[src/i86dec_pkg.sv]
// ----------------------------------------------------------------------------
// i86dec_pkg - shared types, codes and decode functions
// Opcode classification, phase sequencing and result assembly for the
// byte-serial 8086 subset decoder.
// ----------------------------------------------------------------------------
package i86dec_pkg;

  typedef logic [2:0] kind_t;
  typedef logic [2:0] phase_t;

  typedef struct packed {
    logic [2:0]  operation;
    logic [2:0]  form;
    logic [4:0]  jump_kind;
    logic        wide;
    logic        to_reg;
    logic [1:0]  mode;
    logic [2:0]  reg_field;
    logic [2:0]  rm_field;
    logic [15:0] displacement;
    logic [15:0] immediate;
    logic [2:0]  length;
  } result_t;

  // instruction classes
  localparam kind_t K_INVALID = 3'd0;
  localparam kind_t K_JUMP    = 3'd1;
  localparam kind_t K_ALU_RM  = 3'd2;
  localparam kind_t K_ALU_ACC = 3'd3;
  localparam kind_t K_ALU_IMM = 3'd4;
  localparam kind_t K_MOV_RM  = 3'd5;
  localparam kind_t K_MOV_IMM = 3'd6;

  // decode phases: which byte is expected next
  localparam phase_t PH_IDLE    = 3'd0;
  localparam phase_t PH_MODRM   = 3'd1;
  localparam phase_t PH_DISP_LO = 3'd2;
  localparam phase_t PH_DISP_HI = 3'd3;
  localparam phase_t PH_IMM_LO  = 3'd4;
  localparam phase_t PH_IMM_HI  = 3'd5;

  // result operation codes
  localparam logic [2:0] OP_MOV     = 3'd0;
  localparam logic [2:0] OP_ADD     = 3'd1;
  localparam logic [2:0] OP_SUB     = 3'd2;
  localparam logic [2:0] OP_CMP     = 3'd3;
  localparam logic [2:0] OP_JUMP    = 3'd4;
  localparam logic [2:0] OP_INVALID = 3'd5;

  // result form codes
  localparam logic [2:0] FORM_RM_REG = 3'd0;
  localparam logic [2:0] FORM_IMM_RM = 3'd1;
  localparam logic [2:0] FORM_IMM_AC = 3'd2;
  localparam logic [2:0] FORM_IMM_RG = 3'd3;
  localparam logic [2:0] FORM_JUMP   = 3'd4;

  // ALU selector in opcode bits 5:3 or in the reg field
  localparam logic [2:0] SEL_ADD = 3'b000;
  localparam logic [2:0] SEL_SUB = 3'b101;
  localparam logic [2:0] SEL_CMP = 3'b111;

  localparam logic [1:0] MOD_MEM   = 2'b00;
  localparam logic [1:0] MOD_D8    = 2'b01;
  localparam logic [1:0] MOD_D16   = 2'b10;
  localparam logic [1:0] MOD_REG   = 2'b11;
  localparam logic [2:0] RM_DIRECT = 3'b110;

  localparam int JUMP_COUNT = 20;
  localparam logic [7:0] JUMP_TABLE [JUMP_COUNT] = '{
    8'h74, 8'h7C, 8'h7E, 8'h72, 8'h76, 8'h7A, 8'h70, 8'h78, 8'h75, 8'h7D,
    8'h7F, 8'h73, 8'h77, 8'h7B, 8'h71, 8'h79, 8'hE2, 8'hE1, 8'hE0, 8'hE3
  };

  // {hit, index} of a jump/loop opcode
  function automatic logic [5:0] jump_lookup(logic [7:0] opc);
    logic       hit;
    logic [4:0] idx;
    hit = 1'b0;
    idx = '0;
    for (int i = 0; i < JUMP_COUNT; i++) begin
      if (!hit && opc == JUMP_TABLE[i]) begin
        hit = 1'b1;
        idx = 5'(i);
      end
    end
    return {hit, idx};
  endfunction

  function automatic logic alu_ok(logic [2:0] sel);
    return sel == SEL_ADD || sel == SEL_SUB || sel == SEL_CMP;
  endfunction

  function automatic logic [2:0] alu_op(logic [2:0] sel);
    logic [2:0] op;
    unique case (sel)
      SEL_ADD: op = OP_ADD;
      SEL_SUB: op = OP_SUB;
      SEL_CMP: op = OP_CMP;
      default: op = OP_MOV;
    endcase
    return op;
  endfunction

  function automatic kind_t classify(logic [7:0] opc);
    logic [5:0] jl;
    kind_t      k;
    jl = jump_lookup(opc);
    if (jl[5])                             k = K_JUMP;
    else if ((opc & 8'hC4) == 8'h00)       k = alu_ok(opc[5:3]) ? K_ALU_RM : K_INVALID;
    else if ((opc & 8'hC6) == 8'h04)       k = alu_ok(opc[5:3]) ? K_ALU_ACC : K_INVALID;
    else if (opc[7:2] == 6'b100000)        k = K_ALU_IMM;
    else if (opc[7:2] == 6'b100010)        k = K_MOV_RM;
    else if (opc[7:4] == 4'hB)             k = K_MOV_IMM;
    else                                   k = K_INVALID;
    return k;
  endfunction

  function automatic logic has_modrm(kind_t k);
    return k == K_ALU_RM || k == K_ALU_IMM || k == K_MOV_RM;
  endfunction

  function automatic logic [1:0] disp_bytes(kind_t k, logic [7:0] modrm);
    logic [1:0] n;
    if (k == K_JUMP) n = 2'd1;
    else if (!has_modrm(k)) n = 2'd0;
    else begin
      unique case (modrm[7:6])
        MOD_MEM: n = (modrm[2:0] == RM_DIRECT) ? 2'd2 : 2'd0;
        MOD_D8:  n = 2'd1;
        MOD_D16: n = 2'd2;
        default: n = 2'd0;
      endcase
    end
    return n;
  endfunction

  function automatic logic [1:0] imm_bytes(kind_t k, logic [7:0] opc);
    logic [1:0] n;
    unique case (k)
      K_ALU_IMM: n = (opc[1:0] == 2'b01) ? 2'd2 : 2'd1;
      K_ALU_ACC: n = opc[0] ? 2'd2 : 2'd1;
      K_MOV_IMM: n = opc[3] ? 2'd2 : 2'd1;
      default:   n = 2'd0;
    endcase
    return n;
  endfunction

  // first needed phase after ph, PH_IDLE when the instruction is complete
  function automatic phase_t next_phase(phase_t ph, kind_t k, logic [7:0] modrm,
                                        logic [7:0] opc);
    logic [1:0] nd;
    logic [1:0] ni;
    phase_t     nxt;
    nd  = disp_bytes(k, modrm);
    ni  = imm_bytes(k, opc);
    nxt = PH_IDLE;
    if (ni == 2'd2 && ph < PH_IMM_HI)    nxt = PH_IMM_HI;
    if (ni != 2'd0 && ph < PH_IMM_LO)    nxt = PH_IMM_LO;
    if (nd == 2'd2 && ph < PH_DISP_HI)   nxt = PH_DISP_HI;
    if (nd != 2'd0 && ph < PH_DISP_LO)   nxt = PH_DISP_LO;
    if (has_modrm(k) && ph < PH_MODRM)   nxt = PH_MODRM;
    return nxt;
  endfunction

  function automatic result_t invalid_result(logic [2:0] len);
    result_t r;
    r           = '0;
    r.operation = OP_INVALID;
    r.length    = len;
    return r;
  endfunction

  function automatic result_t build_result(kind_t k, logic [7:0] opc, logic [7:0] modrm,
                                           logic [15:0] disp, logic [15:0] imm,
                                           logic [2:0] len);
    result_t    r;
    logic [5:0] jl;
    r        = '0;
    r.length = len;
    jl       = jump_lookup(opc);
    unique case (k)
      K_JUMP: begin
        r.operation    = OP_JUMP;
        r.form         = FORM_JUMP;
        r.jump_kind    = jl[4:0];
        r.displacement = {{8{disp[7]}}, disp[7:0]};
      end
      K_ALU_RM, K_MOV_RM: begin
        r.operation    = (k == K_MOV_RM) ? OP_MOV : alu_op(opc[5:3]);
        r.form         = FORM_RM_REG;
        r.wide         = opc[0];
        r.to_reg       = opc[1];
        r.mode         = modrm[7:6];
        r.reg_field    = modrm[5:3];
        r.rm_field     = modrm[2:0];
        r.displacement = disp;
      end
      K_ALU_IMM: begin
        r.operation    = alu_op(modrm[5:3]);
        r.form         = FORM_IMM_RM;
        r.wide         = opc[0];
        r.mode         = modrm[7:6];
        r.rm_field     = modrm[2:0];
        r.displacement = disp;
        // s bit: one byte, sign-extended
        r.immediate    = opc[1] ? {{8{imm[7]}}, imm[7:0]} : imm;
      end
      K_ALU_ACC: begin
        r.operation = alu_op(opc[5:3]);
        r.form      = FORM_IMM_AC;
        r.wide      = opc[0];
        r.to_reg    = 1'b1;
        r.mode      = MOD_REG;
        r.immediate = imm;
      end
      default: begin
        r.operation = OP_MOV;
        r.form      = FORM_IMM_RG;
        r.wide      = opc[3];
        r.to_reg    = 1'b1;
        r.mode      = MOD_REG;
        r.reg_field = opc[2:0];
        r.immediate = imm;
      end
    endcase
    return r;
  endfunction

endpackage

[src/i86dec_if.sv]
// ----------------------------------------------------------------------------
// i86dec_if - channel interfaces
// Valid/ready channels for code bytes in and decoded instructions out.
// ----------------------------------------------------------------------------
interface i86dec_in_if;
  logic       valid;
  logic       ready;
  logic [7:0] code_byte;

  modport source (output valid, output code_byte, input ready);
  modport sink   (input valid, input code_byte, output ready);
endinterface

interface i86dec_out_if;
  logic        valid;
  logic        ready;
  logic [2:0]  operation;
  logic [2:0]  form;
  logic [4:0]  jump_kind;
  logic        wide;
  logic        to_reg;
  logic [1:0]  mode;
  logic [2:0]  reg_field;
  logic [2:0]  rm_field;
  logic [15:0] displacement;
  logic [15:0] immediate;
  logic [2:0]  length;

  modport source (output valid, output operation, output form, output jump_kind,
                  output wide, output to_reg, output mode, output reg_field,
                  output rm_field, output displacement, output immediate,
                  output length, input ready);
  modport sink   (input valid, input operation, input form, input jump_kind,
                  input wide, input to_reg, input mode, input reg_field,
                  input rm_field, input displacement, input immediate,
                  input length, output ready);
endinterface

[src/i86dec_core.sv]
// ----------------------------------------------------------------------------
// i86dec_core - instruction byte collector
// Holds the decode phase and the opcode, mod-reg-rm, displacement and
// immediate latches; flags the word on which an instruction completes.
// ----------------------------------------------------------------------------
module i86dec_core (
  input  logic                clk,
  input  logic                rst_n,
  input  logic                take,
  input  logic [7:0]          code_byte,
  output logic                done,
  output i86dec_pkg::result_t result
);
  import i86dec_pkg::*;

  phase_t      phase_r,  phase_nxt;
  kind_t       kind_r,   kind_nxt;
  logic [7:0]  opcode_r, opcode_nxt;
  logic [7:0]  modrm_r,  modrm_nxt;
  logic [15:0] disp_r,   disp_nxt;
  logic [15:0] imm_r,    imm_nxt;
  logic [2:0]  count_r,  count_nxt;
  phase_t      cur_ph;
  phase_t      nph;
  logic        bad;

  always_comb begin
    kind_nxt   = kind_r;
    opcode_nxt = opcode_r;
    modrm_nxt  = modrm_r;
    disp_nxt   = disp_r;
    imm_nxt    = imm_r;
    count_nxt  = count_r + 3'd1;
    cur_ph     = phase_r;
    bad        = 1'b0;
    unique case (phase_r)
      PH_MODRM: begin
        modrm_nxt = code_byte;
        bad       = kind_r == K_ALU_IMM && !alu_ok(code_byte[5:3]);
      end
      PH_DISP_LO: disp_nxt = {8'h00, code_byte};
      PH_DISP_HI: disp_nxt = {code_byte, disp_r[7:0]};
      PH_IMM_LO:  imm_nxt  = {8'h00, code_byte};
      PH_IMM_HI:  imm_nxt  = {code_byte, imm_r[7:0]};
      default: begin
        // opcode byte; unused phase codes land here too
        opcode_nxt = code_byte;
        kind_nxt   = classify(code_byte);
        modrm_nxt  = '0;
        disp_nxt   = '0;
        imm_nxt    = '0;
        count_nxt  = 3'd1;
        cur_ph     = PH_IDLE;
        bad        = kind_nxt == K_INVALID;
      end
    endcase

    nph = next_phase(cur_ph, kind_nxt, modrm_nxt, opcode_nxt);
    if (bad) begin
      phase_nxt = PH_IDLE;
      done      = 1'b1;
      result    = invalid_result(count_nxt);
    end else begin
      phase_nxt = nph;
      done      = nph == PH_IDLE;
      result    = build_result(kind_nxt, opcode_nxt, modrm_nxt, disp_nxt, imm_nxt,
                               count_nxt);
    end
  end

  always_ff @(posedge clk) begin
    if (!rst_n) begin
      phase_r <= PH_IDLE;
    end else if (take) begin
      phase_r <= phase_nxt;
    end
  end

  // latches are rewritten on every opcode byte
  always_ff @(posedge clk) begin
    if (take) begin
      kind_r   <= kind_nxt;
      opcode_r <= opcode_nxt;
      modrm_r  <= modrm_nxt;
      disp_r   <= disp_nxt;
      imm_r    <= imm_nxt;
      count_r  <= count_nxt;
    end
  end

endmodule

[src/i8086_subset_instruction_decoder_top.sv]
// ----------------------------------------------------------------------------
// i8086_subset_instruction_decoder_top - byte-serial 8086 subset decoder
// Decodes mov, add/sub/cmp and short jump/loop instructions from a stream
// of code bytes into one decoded word per instruction.
// ----------------------------------------------------------------------------
// Usage:
//   in_ch  : one instruction-stream byte per word (valid/ready).
//   out_ch : one decoded instruction word, issued on the word that carries
//            the instruction's last byte; bytes that do not end an
//            instruction produce nothing on out_ch.
//   Throughput: one byte per cycle while the output is not stalled. The decode
//   phase and latches update in the same cycle the byte is taken, so a new
//   byte can follow at once. The decoded word appears in the cycle after its
//   last byte is taken, from a single output register.
//   Unknown opcodes, and a group-80 byte with an unsupported reg field,
//   give an invalid word and restart decode at the next byte.
//   Reset puts the decoder back to expecting an opcode byte and empties
//   the output register.
//   Stall: while out_ch holds a word, in_ch.ready stays high only if the
//   held word is being taken that same cycle.
// ----------------------------------------------------------------------------
module i8086_subset_instruction_decoder_top (
  input  logic   clk,
  input  logic   rst_n,
  i86dec_in_if.sink    in_ch,
  i86dec_out_if.source out_ch
);
  import i86dec_pkg::*;

  logic    take;
  logic    done;
  result_t result;
  result_t res_r;
  logic    out_valid_r;

  assign in_ch.ready = !out_valid_r || out_ch.ready;
  assign take        = in_ch.valid && in_ch.ready;

  i86dec_core u_core (
    .clk       (clk),
    .rst_n     (rst_n),
    .take      (take),
    .code_byte (in_ch.code_byte),
    .done      (done),
    .result    (result)
  );

  always_ff @(posedge clk) begin
    if (!rst_n) begin
      out_valid_r <= 1'b0;
    end else if (take && done) begin
      out_valid_r <= 1'b1;
    end else if (out_ch.ready) begin
      out_valid_r <= 1'b0;
    end
  end

  always_ff @(posedge clk) begin
    if (take && done) begin
      res_r <= result;
    end
  end

  assign out_ch.valid        = out_valid_r;
  assign out_ch.operation    = res_r.operation;
  assign out_ch.form         = res_r.form;
  assign out_ch.jump_kind    = res_r.jump_kind;
  assign out_ch.wide         = res_r.wide;
  assign out_ch.to_reg       = res_r.to_reg;
  assign out_ch.mode         = res_r.mode;
  assign out_ch.reg_field    = res_r.reg_field;
  assign out_ch.rm_field     = res_r.rm_field;
  assign out_ch.displacement = res_r.displacement;
  assign out_ch.immediate    = res_r.immediate;
  assign out_ch.length       = res_r.length;

endmodule

[src/flat_wrapper.sv]
// flat-port wrapper written by rule: the top's interface ports become plain ports
module i8086_subset_instruction_decoder_top_flat import i86dec_pkg::*;
  (clk, rst_n, in_ch_valid, in_ch_code_byte, in_ch_ready, out_ch_valid, out_ch_operation, out_ch_form, out_ch_jump_kind, out_ch_wide, out_ch_to_reg, out_ch_mode, out_ch_reg_field, out_ch_rm_field, out_ch_displacement, out_ch_immediate, out_ch_length, out_ch_ready);
  i86dec_in_if in_ch_i ();
  i86dec_out_if out_ch_i ();
  input  logic clk;
  input  logic rst_n;
  input wire logic [$bits(in_ch_i.valid)-1:0] in_ch_valid;
  input wire logic [$bits(in_ch_i.code_byte)-1:0] in_ch_code_byte;
  output wire logic [$bits(in_ch_i.ready)-1:0] in_ch_ready;
  output wire logic [$bits(out_ch_i.valid)-1:0] out_ch_valid;
  output wire logic [$bits(out_ch_i.operation)-1:0] out_ch_operation;
  output wire logic [$bits(out_ch_i.form)-1:0] out_ch_form;
  output wire logic [$bits(out_ch_i.jump_kind)-1:0] out_ch_jump_kind;
  output wire logic [$bits(out_ch_i.wide)-1:0] out_ch_wide;
  output wire logic [$bits(out_ch_i.to_reg)-1:0] out_ch_to_reg;
  output wire logic [$bits(out_ch_i.mode)-1:0] out_ch_mode;
  output wire logic [$bits(out_ch_i.reg_field)-1:0] out_ch_reg_field;
  output wire logic [$bits(out_ch_i.rm_field)-1:0] out_ch_rm_field;
  output wire logic [$bits(out_ch_i.displacement)-1:0] out_ch_displacement;
  output wire logic [$bits(out_ch_i.immediate)-1:0] out_ch_immediate;
  output wire logic [$bits(out_ch_i.length)-1:0] out_ch_length;
  input wire logic [$bits(out_ch_i.ready)-1:0] out_ch_ready;
  assign in_ch_i.valid = in_ch_valid;
  assign in_ch_i.code_byte = in_ch_code_byte;
  assign in_ch_ready = in_ch_i.ready;
  assign out_ch_valid = out_ch_i.valid;
  assign out_ch_operation = out_ch_i.operation;
  assign out_ch_form = out_ch_i.form;
  assign out_ch_jump_kind = out_ch_i.jump_kind;
  assign out_ch_wide = out_ch_i.wide;
  assign out_ch_to_reg = out_ch_i.to_reg;
  assign out_ch_mode = out_ch_i.mode;
  assign out_ch_reg_field = out_ch_i.reg_field;
  assign out_ch_rm_field = out_ch_i.rm_field;
  assign out_ch_displacement = out_ch_i.displacement;
  assign out_ch_immediate = out_ch_i.immediate;
  assign out_ch_length = out_ch_i.length;
  assign out_ch_i.ready = out_ch_ready;
  i8086_subset_instruction_decoder_top u_core (.clk(clk), .rst_n(rst_n), .in_ch(in_ch_i), .out_ch(out_ch_i));
endmodule
[config.mk]
export PLATFORM = sky130hd
export DESIGN_NAME = i8086_subset_instruction_decoder_top_flat
export DESIGN_NICKNAME = d
export VERILOG_FILES = /design/src/i86dec_pkg.sv /design/src/i86dec_if.sv /design/src/i86dec_core.sv /design/src/i8086_subset_instruction_decoder_top.sv /design/src/flat_wrapper.sv
export SDC_FILE = /design/constraint.sdc
export NUM_CORES = 1
export LEC_CHECK = 0
export BUFFER_PORTS_ARGS = -buffer_cell sky130_fd_sc_hd__buf_2
export CORE_MARGIN = 4
export CORE_UTILIZATION = 41
export DETAILED_ROUTE_END_ITERATION = 10
export PLACE_DENSITY = 0.66
export SETUP_SLACK_MARGIN = 0.3
export SLEW_MARGIN = 30
export SYNTH_ARGS = -nofsm -noshare
export SYNTH_HDL_FRONTEND = slang
export SYNTH_SLANG_ARGS = --single-unit
export TNS_END_PERCENT = 5
[constraint.sdc]
create_clock -name clk -period 10.5 [get_ports clk]
set_input_delay 2.1 -clock clk [delete_from_list [all_inputs] [get_ports clk]]
set_output_delay 2.1 -clock clk [all_outputs]
set_load 0.05 [all_outputs]
==> results of run 1 <==
## layout by cell type (no fill, tap or decap), drive strengths merged, types with 16 or more instances in the layout
cell,synthesis,layout
o21ai,33,33
a22o,16,16
nor2,22,22
buf,21,75
a21oi,32,32
inv,19,19
clkbuf,13,19
nor2b,21,21
edfxtp,110,110
a22oi,23,23
nand2,62,62
## worst min-delay path, stage by stage (launching register included)
cell and delay [ns]:
dfxtp_1 0.31, nand2b_1 0.13, a31oi_1 0.09
## cells by family (layout without fill, tap and decap cells)
kind of cell,Yosys count,count (layout),share of synthesized area (%)
simple gates,176,176,16.4
flops,114,114,58.8
mux,6,6,1.09
compound gates,152,152,19.0
xor+xnor,3,3,0.457
buf+inv,53,123,4.02
fa+ha+maj,1,1,0.217
## layout make-up
type	count	area, um2	area share, %
Clock buffer	19	433	6.43
Clock inverter	10	71.3	1.06
Inverter	19	71.3	1.06
Multi-Input combinational cell	338	2150	32.0
Sequential cell	114	3390	50.3
Tap cell	180	225	3.35
Timing Repair Buffer	75	390	5.80
## metal layers
metal	GRT usage, %	part of all wire, %	vias to the layer above
li1	-	-	2033
met1	25.9	45	2178
met2	30.2	47	197
met3	5.05	6.0	29
met4	7.13	2.1	0
met5	0	0	-
## stage by stage
stage                     hold WS, ns  utilization, %  area (um2)  setup slack [ns]
after floorplan                 0.530               -        5750              3.34
after global placement          0.560            45.0        6220              4.62
after detailed placement        0.554            45.0        6220              4.39
after CTS                       0.577            48.7        6730              4.82
after global routing            0.604            48.7        6730              4.51
final                           0.574            48.7        6730              4.81
## path summary, 6_finish.rpt
path	endpoint	slack (ns)	cells after the start
setup / recovery	u_core.out_ch.length[2]	4.81	11
hold / removal	u_core.out_ch.valid	0.57	2
setup reg to reg	u_core.out_ch.length[2]	5.50	10
hold reg to reg	u_core.out_ch.valid	0.57	2
## power breakdown
group	leakage [nW]	internal, mW	total (mW)	switching (mW)
clock network	0.254	0.314	0.504	0.190
registers	1.13	0.562	0.580	0.0181
logic	1.21	0.0708	0.312	0.242
==> results.tsv, run 1 <==
stage	metric	value	unit
detailed_routing	via count	4437	
logic_synthesis	FFs w/ async S/R, synth	0	%
timing	Fin Clk Skew	0.00663	ns
critical_path	Critical Path AT	5.75	ns
clocking	post-CTS setup repair buffer count	0	
logic_synthesis	top-area cell type share of the netlist area	57.4	%
detailed_routing	total wire length	15300	um
detailed_routing	Final ANT Viol Nets	0	
timing	min cycle time layout	5.69	ns
pwr	total power	1.40	mW
logic_synthesis	sequential area share after synthesis	58.8	%
clocking	H-tree levels	4	
die	Horiz. Die Dim	126	um
critical_path	CP max stage delay	0.80	ns
pwr	Leak	2.60	nW
placed_design	placer's final routability congestion estimate	0.814	
clocking	Worst-Skew Late Latency	0.41	ns
timing	RSZ-0062 raised after global routing	false	
die	DIE HEIGHT	126	um
clocking	clock buffer count from CTS	17	
global_routing	first-pass GRT wire length	24000	um
clocking	root buf cell	clkbuf_16	
final_layout	filler instances	1224	
timing	final setup fails	0	
logic_synthesis	post-synth cell types	67	
run_status	status	finished clean	
detailed_routing	1st-pass router iterations	5	
detailed_routing	initial DRC count	482	
global_routing	GRT Total Usage	19.3	%
timing	max-slew violations	0	
critical_path	Worst Path Required	10.56	ns
critical_path	WS Path Type	primary input to flip-flop	
job	max_cap viols	0	
logic_synthesis	most common cell in the netlist	edfxtp_1	
clocking	CTS tree	yes	
detailed_routing	post-DR wirelength/cell	20.3	um
placed_design	placed cell count	726	
detailed_routing	vias per inst	5.88	
worst_hold_path	Hold Startpoint	u_core.out_ch.valid	
critical_path	startpoint types	primary input	
logic_synthesis	syn_area_per_cell	11.4	um2
global_routing	antenna violations before repair	0	
timing	setup TNS	0	ns
logic_synthesis	EDFF count, synth	110	
placed_design	post-DP HPWL	9730	um
timing	Least-Margin Pin Slew	0.963	ns
global_routing	vias in the first global route	4330	
logic_synthesis	Synth Flop Type	edfxtp_1	
logic_synthesis	number of synthesis warnings	0	
global_routing	global route total overflow	0	
die	core region area	13800	um2
critical_path	critical path launch point	in_ch_code_byte[5]	
critical_path	CP most frequent cell	a21oi_1	
final_layout	layout cell share with drive strength beyond 1	21.0	%
die	I/O pin cnt	70	
clocking	Clock transition at path regs	0.05	ns
critical_path	Worst Path Buf+Inv	3	
logic_synthesis	top cells by area, synth	edfxtp_1, nand2_1, a22oi_1, o21ai_0, a21oi_1	
clocking	Max clock buf depth	2	
detailed_routing	DRC	0	
logic_synthesis	Commonest cells post-synth	edfxtp_1, nand2_1, o21ai_0, a21oi_1, a22oi_1	
final_layout	# diodes	0	
final_layout	P&R area growth vs syn	17.0	%
logic_synthesis	Cell Area, Synth	5750	um2
critical_path	reg2reg start	u_core.u_core.phase_r[1]	
critical_path	slowest stage cell, crit path	a21oi_4	
critical_path	CP Max Fanout	30	
global_routing	largest net degree at the start of global routing	57	
timing	fin crit share	54.2	%
critical_path	CP Cell Sequence	buf_2 -> or3_4 -> a21oi_1 -> o41ai_4 -> inv_1 -> o211ai_1 -> a21oi_1 -> nor3_1 -> nand4b_1 -> a21oi_4 -> buf_4	
die	FP Rows	43	
critical_path	delay-heaviest family, CP	compound AO/OA/AOI/OAI gates	
clocking	Post-CTS Resized	0	
logic_synthesis	Yosys reg bits	114	
timing	highest clock rate	176	MHz
critical_path	Critical Path Sink Type	flip-flop	
final_layout	Final Non-Filler Cells	755	
worst_hold_path	Hold/Removal Path Class	flip-flop to flip-flop	
timing	Final Hold Viols	0	
pwr	pwr/cell area	207	nW/um2
die	initial core utilization	41.6	%
die	Total Die Area	16000	um2
placed_design	IO Port Bufs	69	
logic_synthesis	post-synth top area cell	edfxtp_1	
clocking	CTS Hold Buffers Added	0	
timing	Rel. slew slack	35.5	%
logic_synthesis	Syn Inst Count	505	
clocking	CTS Sinks	114	
pwr	VDD IR max	0.000113	V
logic_synthesis	syn_nets	518	
final_layout	post-layout net count	578	
Power figures use the tool's default switching activity.
==> run 2: changes to the inputs <==
==> constraint.sdc (replaced) <==
create_clock -name clk -period 5.3 [get_ports clk]
set_input_delay 1.06 -clock clk [delete_from_list [all_inputs] [get_ports clk]]
set_output_delay 1.06 -clock clk [all_outputs]
set_load 0.05 [all_outputs]
==> run 2 against run 1 <==
Against the previous run: global-route usage decreased by 0.55 points; register-to-register slack got worse by 4.3 ns; flip-flop and latch count unchanged; largest power group is now clock; highest routed layer unchanged.
==> results.tsv, run 2 (synthesis results as in run 1) <==
stage	metric	value	unit
run_status	status	finished clean	
global_routing	grt met3 use	3.24	%
critical_path	startpoint types	flip-flop	
die	core region area	13800	um2
critical_path	Critical Path Sink Type	flip-flop	
global_routing	M2 GR Usage	29.1	%
global_routing	largest net degree at the start of global routing	57	
pwr	VDD IR max	0.000230	V
final_layout	Final Non-Filler Cells	761	
global_routing	GRT Total Usage	18.7	%
final_layout	filler instances	1217	
die	Total Die Area	16000	um2
worst_hold_path	Hold/Removal Path Class	flip-flop to flip-flop	
critical_path	CP Cell Sequence	or3_1 -> nand2_1 -> mux2i_1 -> inv_1 -> nand3_1 -> nor4_1 -> nor3_1 -> nand4b_1 -> a21oi_4 -> buf_12	
global_routing	Global Route met1 Usage	26.4	%
final_layout	commonest non-fill, non-tap cell in the layout	edfxtp_1	
placed_design	post-DP HPWL	9860	um
pwr	P_sw	0.908	mW
die	I/O pin cnt	70	
global_routing	global route total overflow	0	
pwr	Comb power frac	21.1	%
pwr	Sequential Power Share	38.9	%
global_routing	first-pass GRT wire length	23600	um
clocking	CTS Hold Buffers Added	0	
pwr	pwr/cell area	429	nW/um2
placed_design	placer's final routability congestion estimate	0.863	
critical_path	reg2reg end	u_core.out_ch.immediate[11]	
critical_path	CP max stage delay	0.95	ns
worst_hold_path	Hold Startpoint	u_core.u_core.opcode_r[6]	
timing	final setup fails	0	
pwr	total power	2.95	mW
clocking	H-tree levels	4	
clocking	root buf cell	clkbuf_16	
pwr	switch share	30.8	%
timing	RSZ-0062 raised after global routing	false	
placed_design	placed cell count	729	
final_layout	# diodes	0	
die	initial core utilization	41.6	%
timing	setup TNS	0	ns
final_layout	layout cell share with drive strength beyond 1	22.0	%
critical_path	slowest stage cell, crit path	dfxtp_1	
worst_hold_path	Worst Hold End	u_core.u_core.opcode_r[6]	
detailed_routing	DRC	0	
timing	Fin Clk Skew	0.0116	ns
clocking	Max clock buf depth	2	
worst_hold_path	hold path cells	2	
clocking	Post-CTS Resized	0	
detailed_routing	total wire length	15000	um
critical_path	reg2reg start	u_core.u_core.phase_r[2]	
global_routing	antenna violations before repair	0	
detailed_routing	initial DRC count	528	
timing	Final Hold Viols	0	
detailed_routing	via count	4494	
die	FP Rows	43	
detailed_routing	Final ANT Viol Nets	0	
global_routing	busiest grt layer	met2	
job	max_cap viols	0	
final_layout	commonest cells after routing, fill and taps aside	edfxtp_1, buf_2, nand2_1	
pwr	Power Internal	2.04	mW
pwr	clock power share	40.0	%
clocking	CTS tree	yes	
critical_path	CP Max Fanout	56	
critical_path	reg2reg setup slack	1.19	ns
timing	fin crit share	77.5	%
placed_design	IO Port Bufs	69	
critical_path	reg2reg path depth	10	
critical_path	Critical Path AT	4.19	ns
timing	highest clock rate	243	MHz
pwr	Leak	2.67	nW
critical_path	Worst Path Required	5.38	ns
critical_path	WS Path Type	flip-flop to flip-flop	
clocking	clock buffer count from CTS	17	
detailed_routing	1st-pass router iterations	5	
detailed_routing	post-DR wirelength/cell	19.8	um
final_layout	Core Util, Final	49.7	%
detailed_routing	vias per inst	5.91	
timing	Rel. slew slack	31.5	%
clocking	post-CTS setup repair buffer count	0	
final_layout	post-layout net count	581	
die	DIE HEIGHT	126	um
clocking	Clock transition at path regs	0.06	ns
global_routing	vias in the first global route	4261	
timing	max-slew violations	0	
clocking	CTS Sinks	114	
die	Horiz. Die Dim	126	um
final_layout	P&R area growth vs syn	19.4	%
timing	min cycle time layout	4.11	ns
timing	Least-Margin Pin Slew	1.03	ns
clocking	Worst-Skew Late Latency	0.41	ns
[run 2: cell count changes in the layout (fill, tap and decap cells not counted), moves of 2 or more]
cell	delta
buf_4	+2
bufinv_16	+2
clkbuf_8	+4
clkinv_1	-3
nor2b_1	+2
nor2b_2	-2
[run 2: metal layers]
metal | vias to the layer above | share of wire (%)
met2 | 212 | 47
li1 | 2053 | -
met3 | 27 | 6.2
met1 | 2202 | 45
met4 | 0 | 2.0
met5 | - | 0
[run 2: area by class of cell]
| class | instances | area, um2 | share of cell area (%) |
|---|---|---|---|
| well taps | 180 | 225 | 3.28 |
| clock buffers | 22 | 484 | 7.05 |
| inverters | 19 | 71.3 | 1.04 |
| multi-input cells | 338 | 2150 | 31.3 |
| clock inverters | 10 | 131 | 1.91 |
| flip-flops and latches | 114 | 3380 | 49.3 |
| repair buffers | 78 | 425 | 6.19 |
[run 2: how the worst max path moves through the flow]
stage / from / endpoint
after floorplan: in_ch_code_byte[3] / u_core.out_ch.displacement[0]
after global placement: in_ch_code_byte[3] / u_core.out_ch.immediate[4]
after detailed placement: in_ch_code_byte[2] / u_core.out_ch.immediate[3]
after CTS: u_core.u_core.phase_r[2] / u_core.out_ch.immediate[6]
after global routing: u_core.u_core.phase_r[2] / u_core.out_ch.immediate[0]
final: u_core.u_core.phase_r[2] / u_core.out_ch.immediate[11]
[run 2: critical path: cells and delay by family (launching register included)]
family | cells | cell delay [ns]
and+or+nand+nor | 6 | 1.49
AOI/OAI and AO/OA | 1 | 0.22
buffers and inverters | 2 | 0.61
DFF | 1 | 0.95
muxes | 1 | 0.47
[run 2: power groups by stage]
stage          registers [mW]  logic (mW)  clock network (mW)
2_1_floorplan            1.35       0.272                   0
3_3_place_gp             1.16       0.613                   0
3_5_place_dp             1.16       0.616                   0
4_1_cts                  1.15       0.622                1.19
5_1_grt                  1.16       0.662                1.24
6_report                 1.15       0.622                1.18
[run 2: metrics by stage]
step	hold slack, ns	instance area [um2]	setup WS, ns
2_1_floorplan	0.530	5760	0.411
3_3_place_gp	0.561	6260	1.17
3_5_place_dp	0.560	6260	1.08
4_1_cts	0.572	6870	1.26
5_1_grt	0.604	6870	0.928
6_report	0.571	6870	1.19
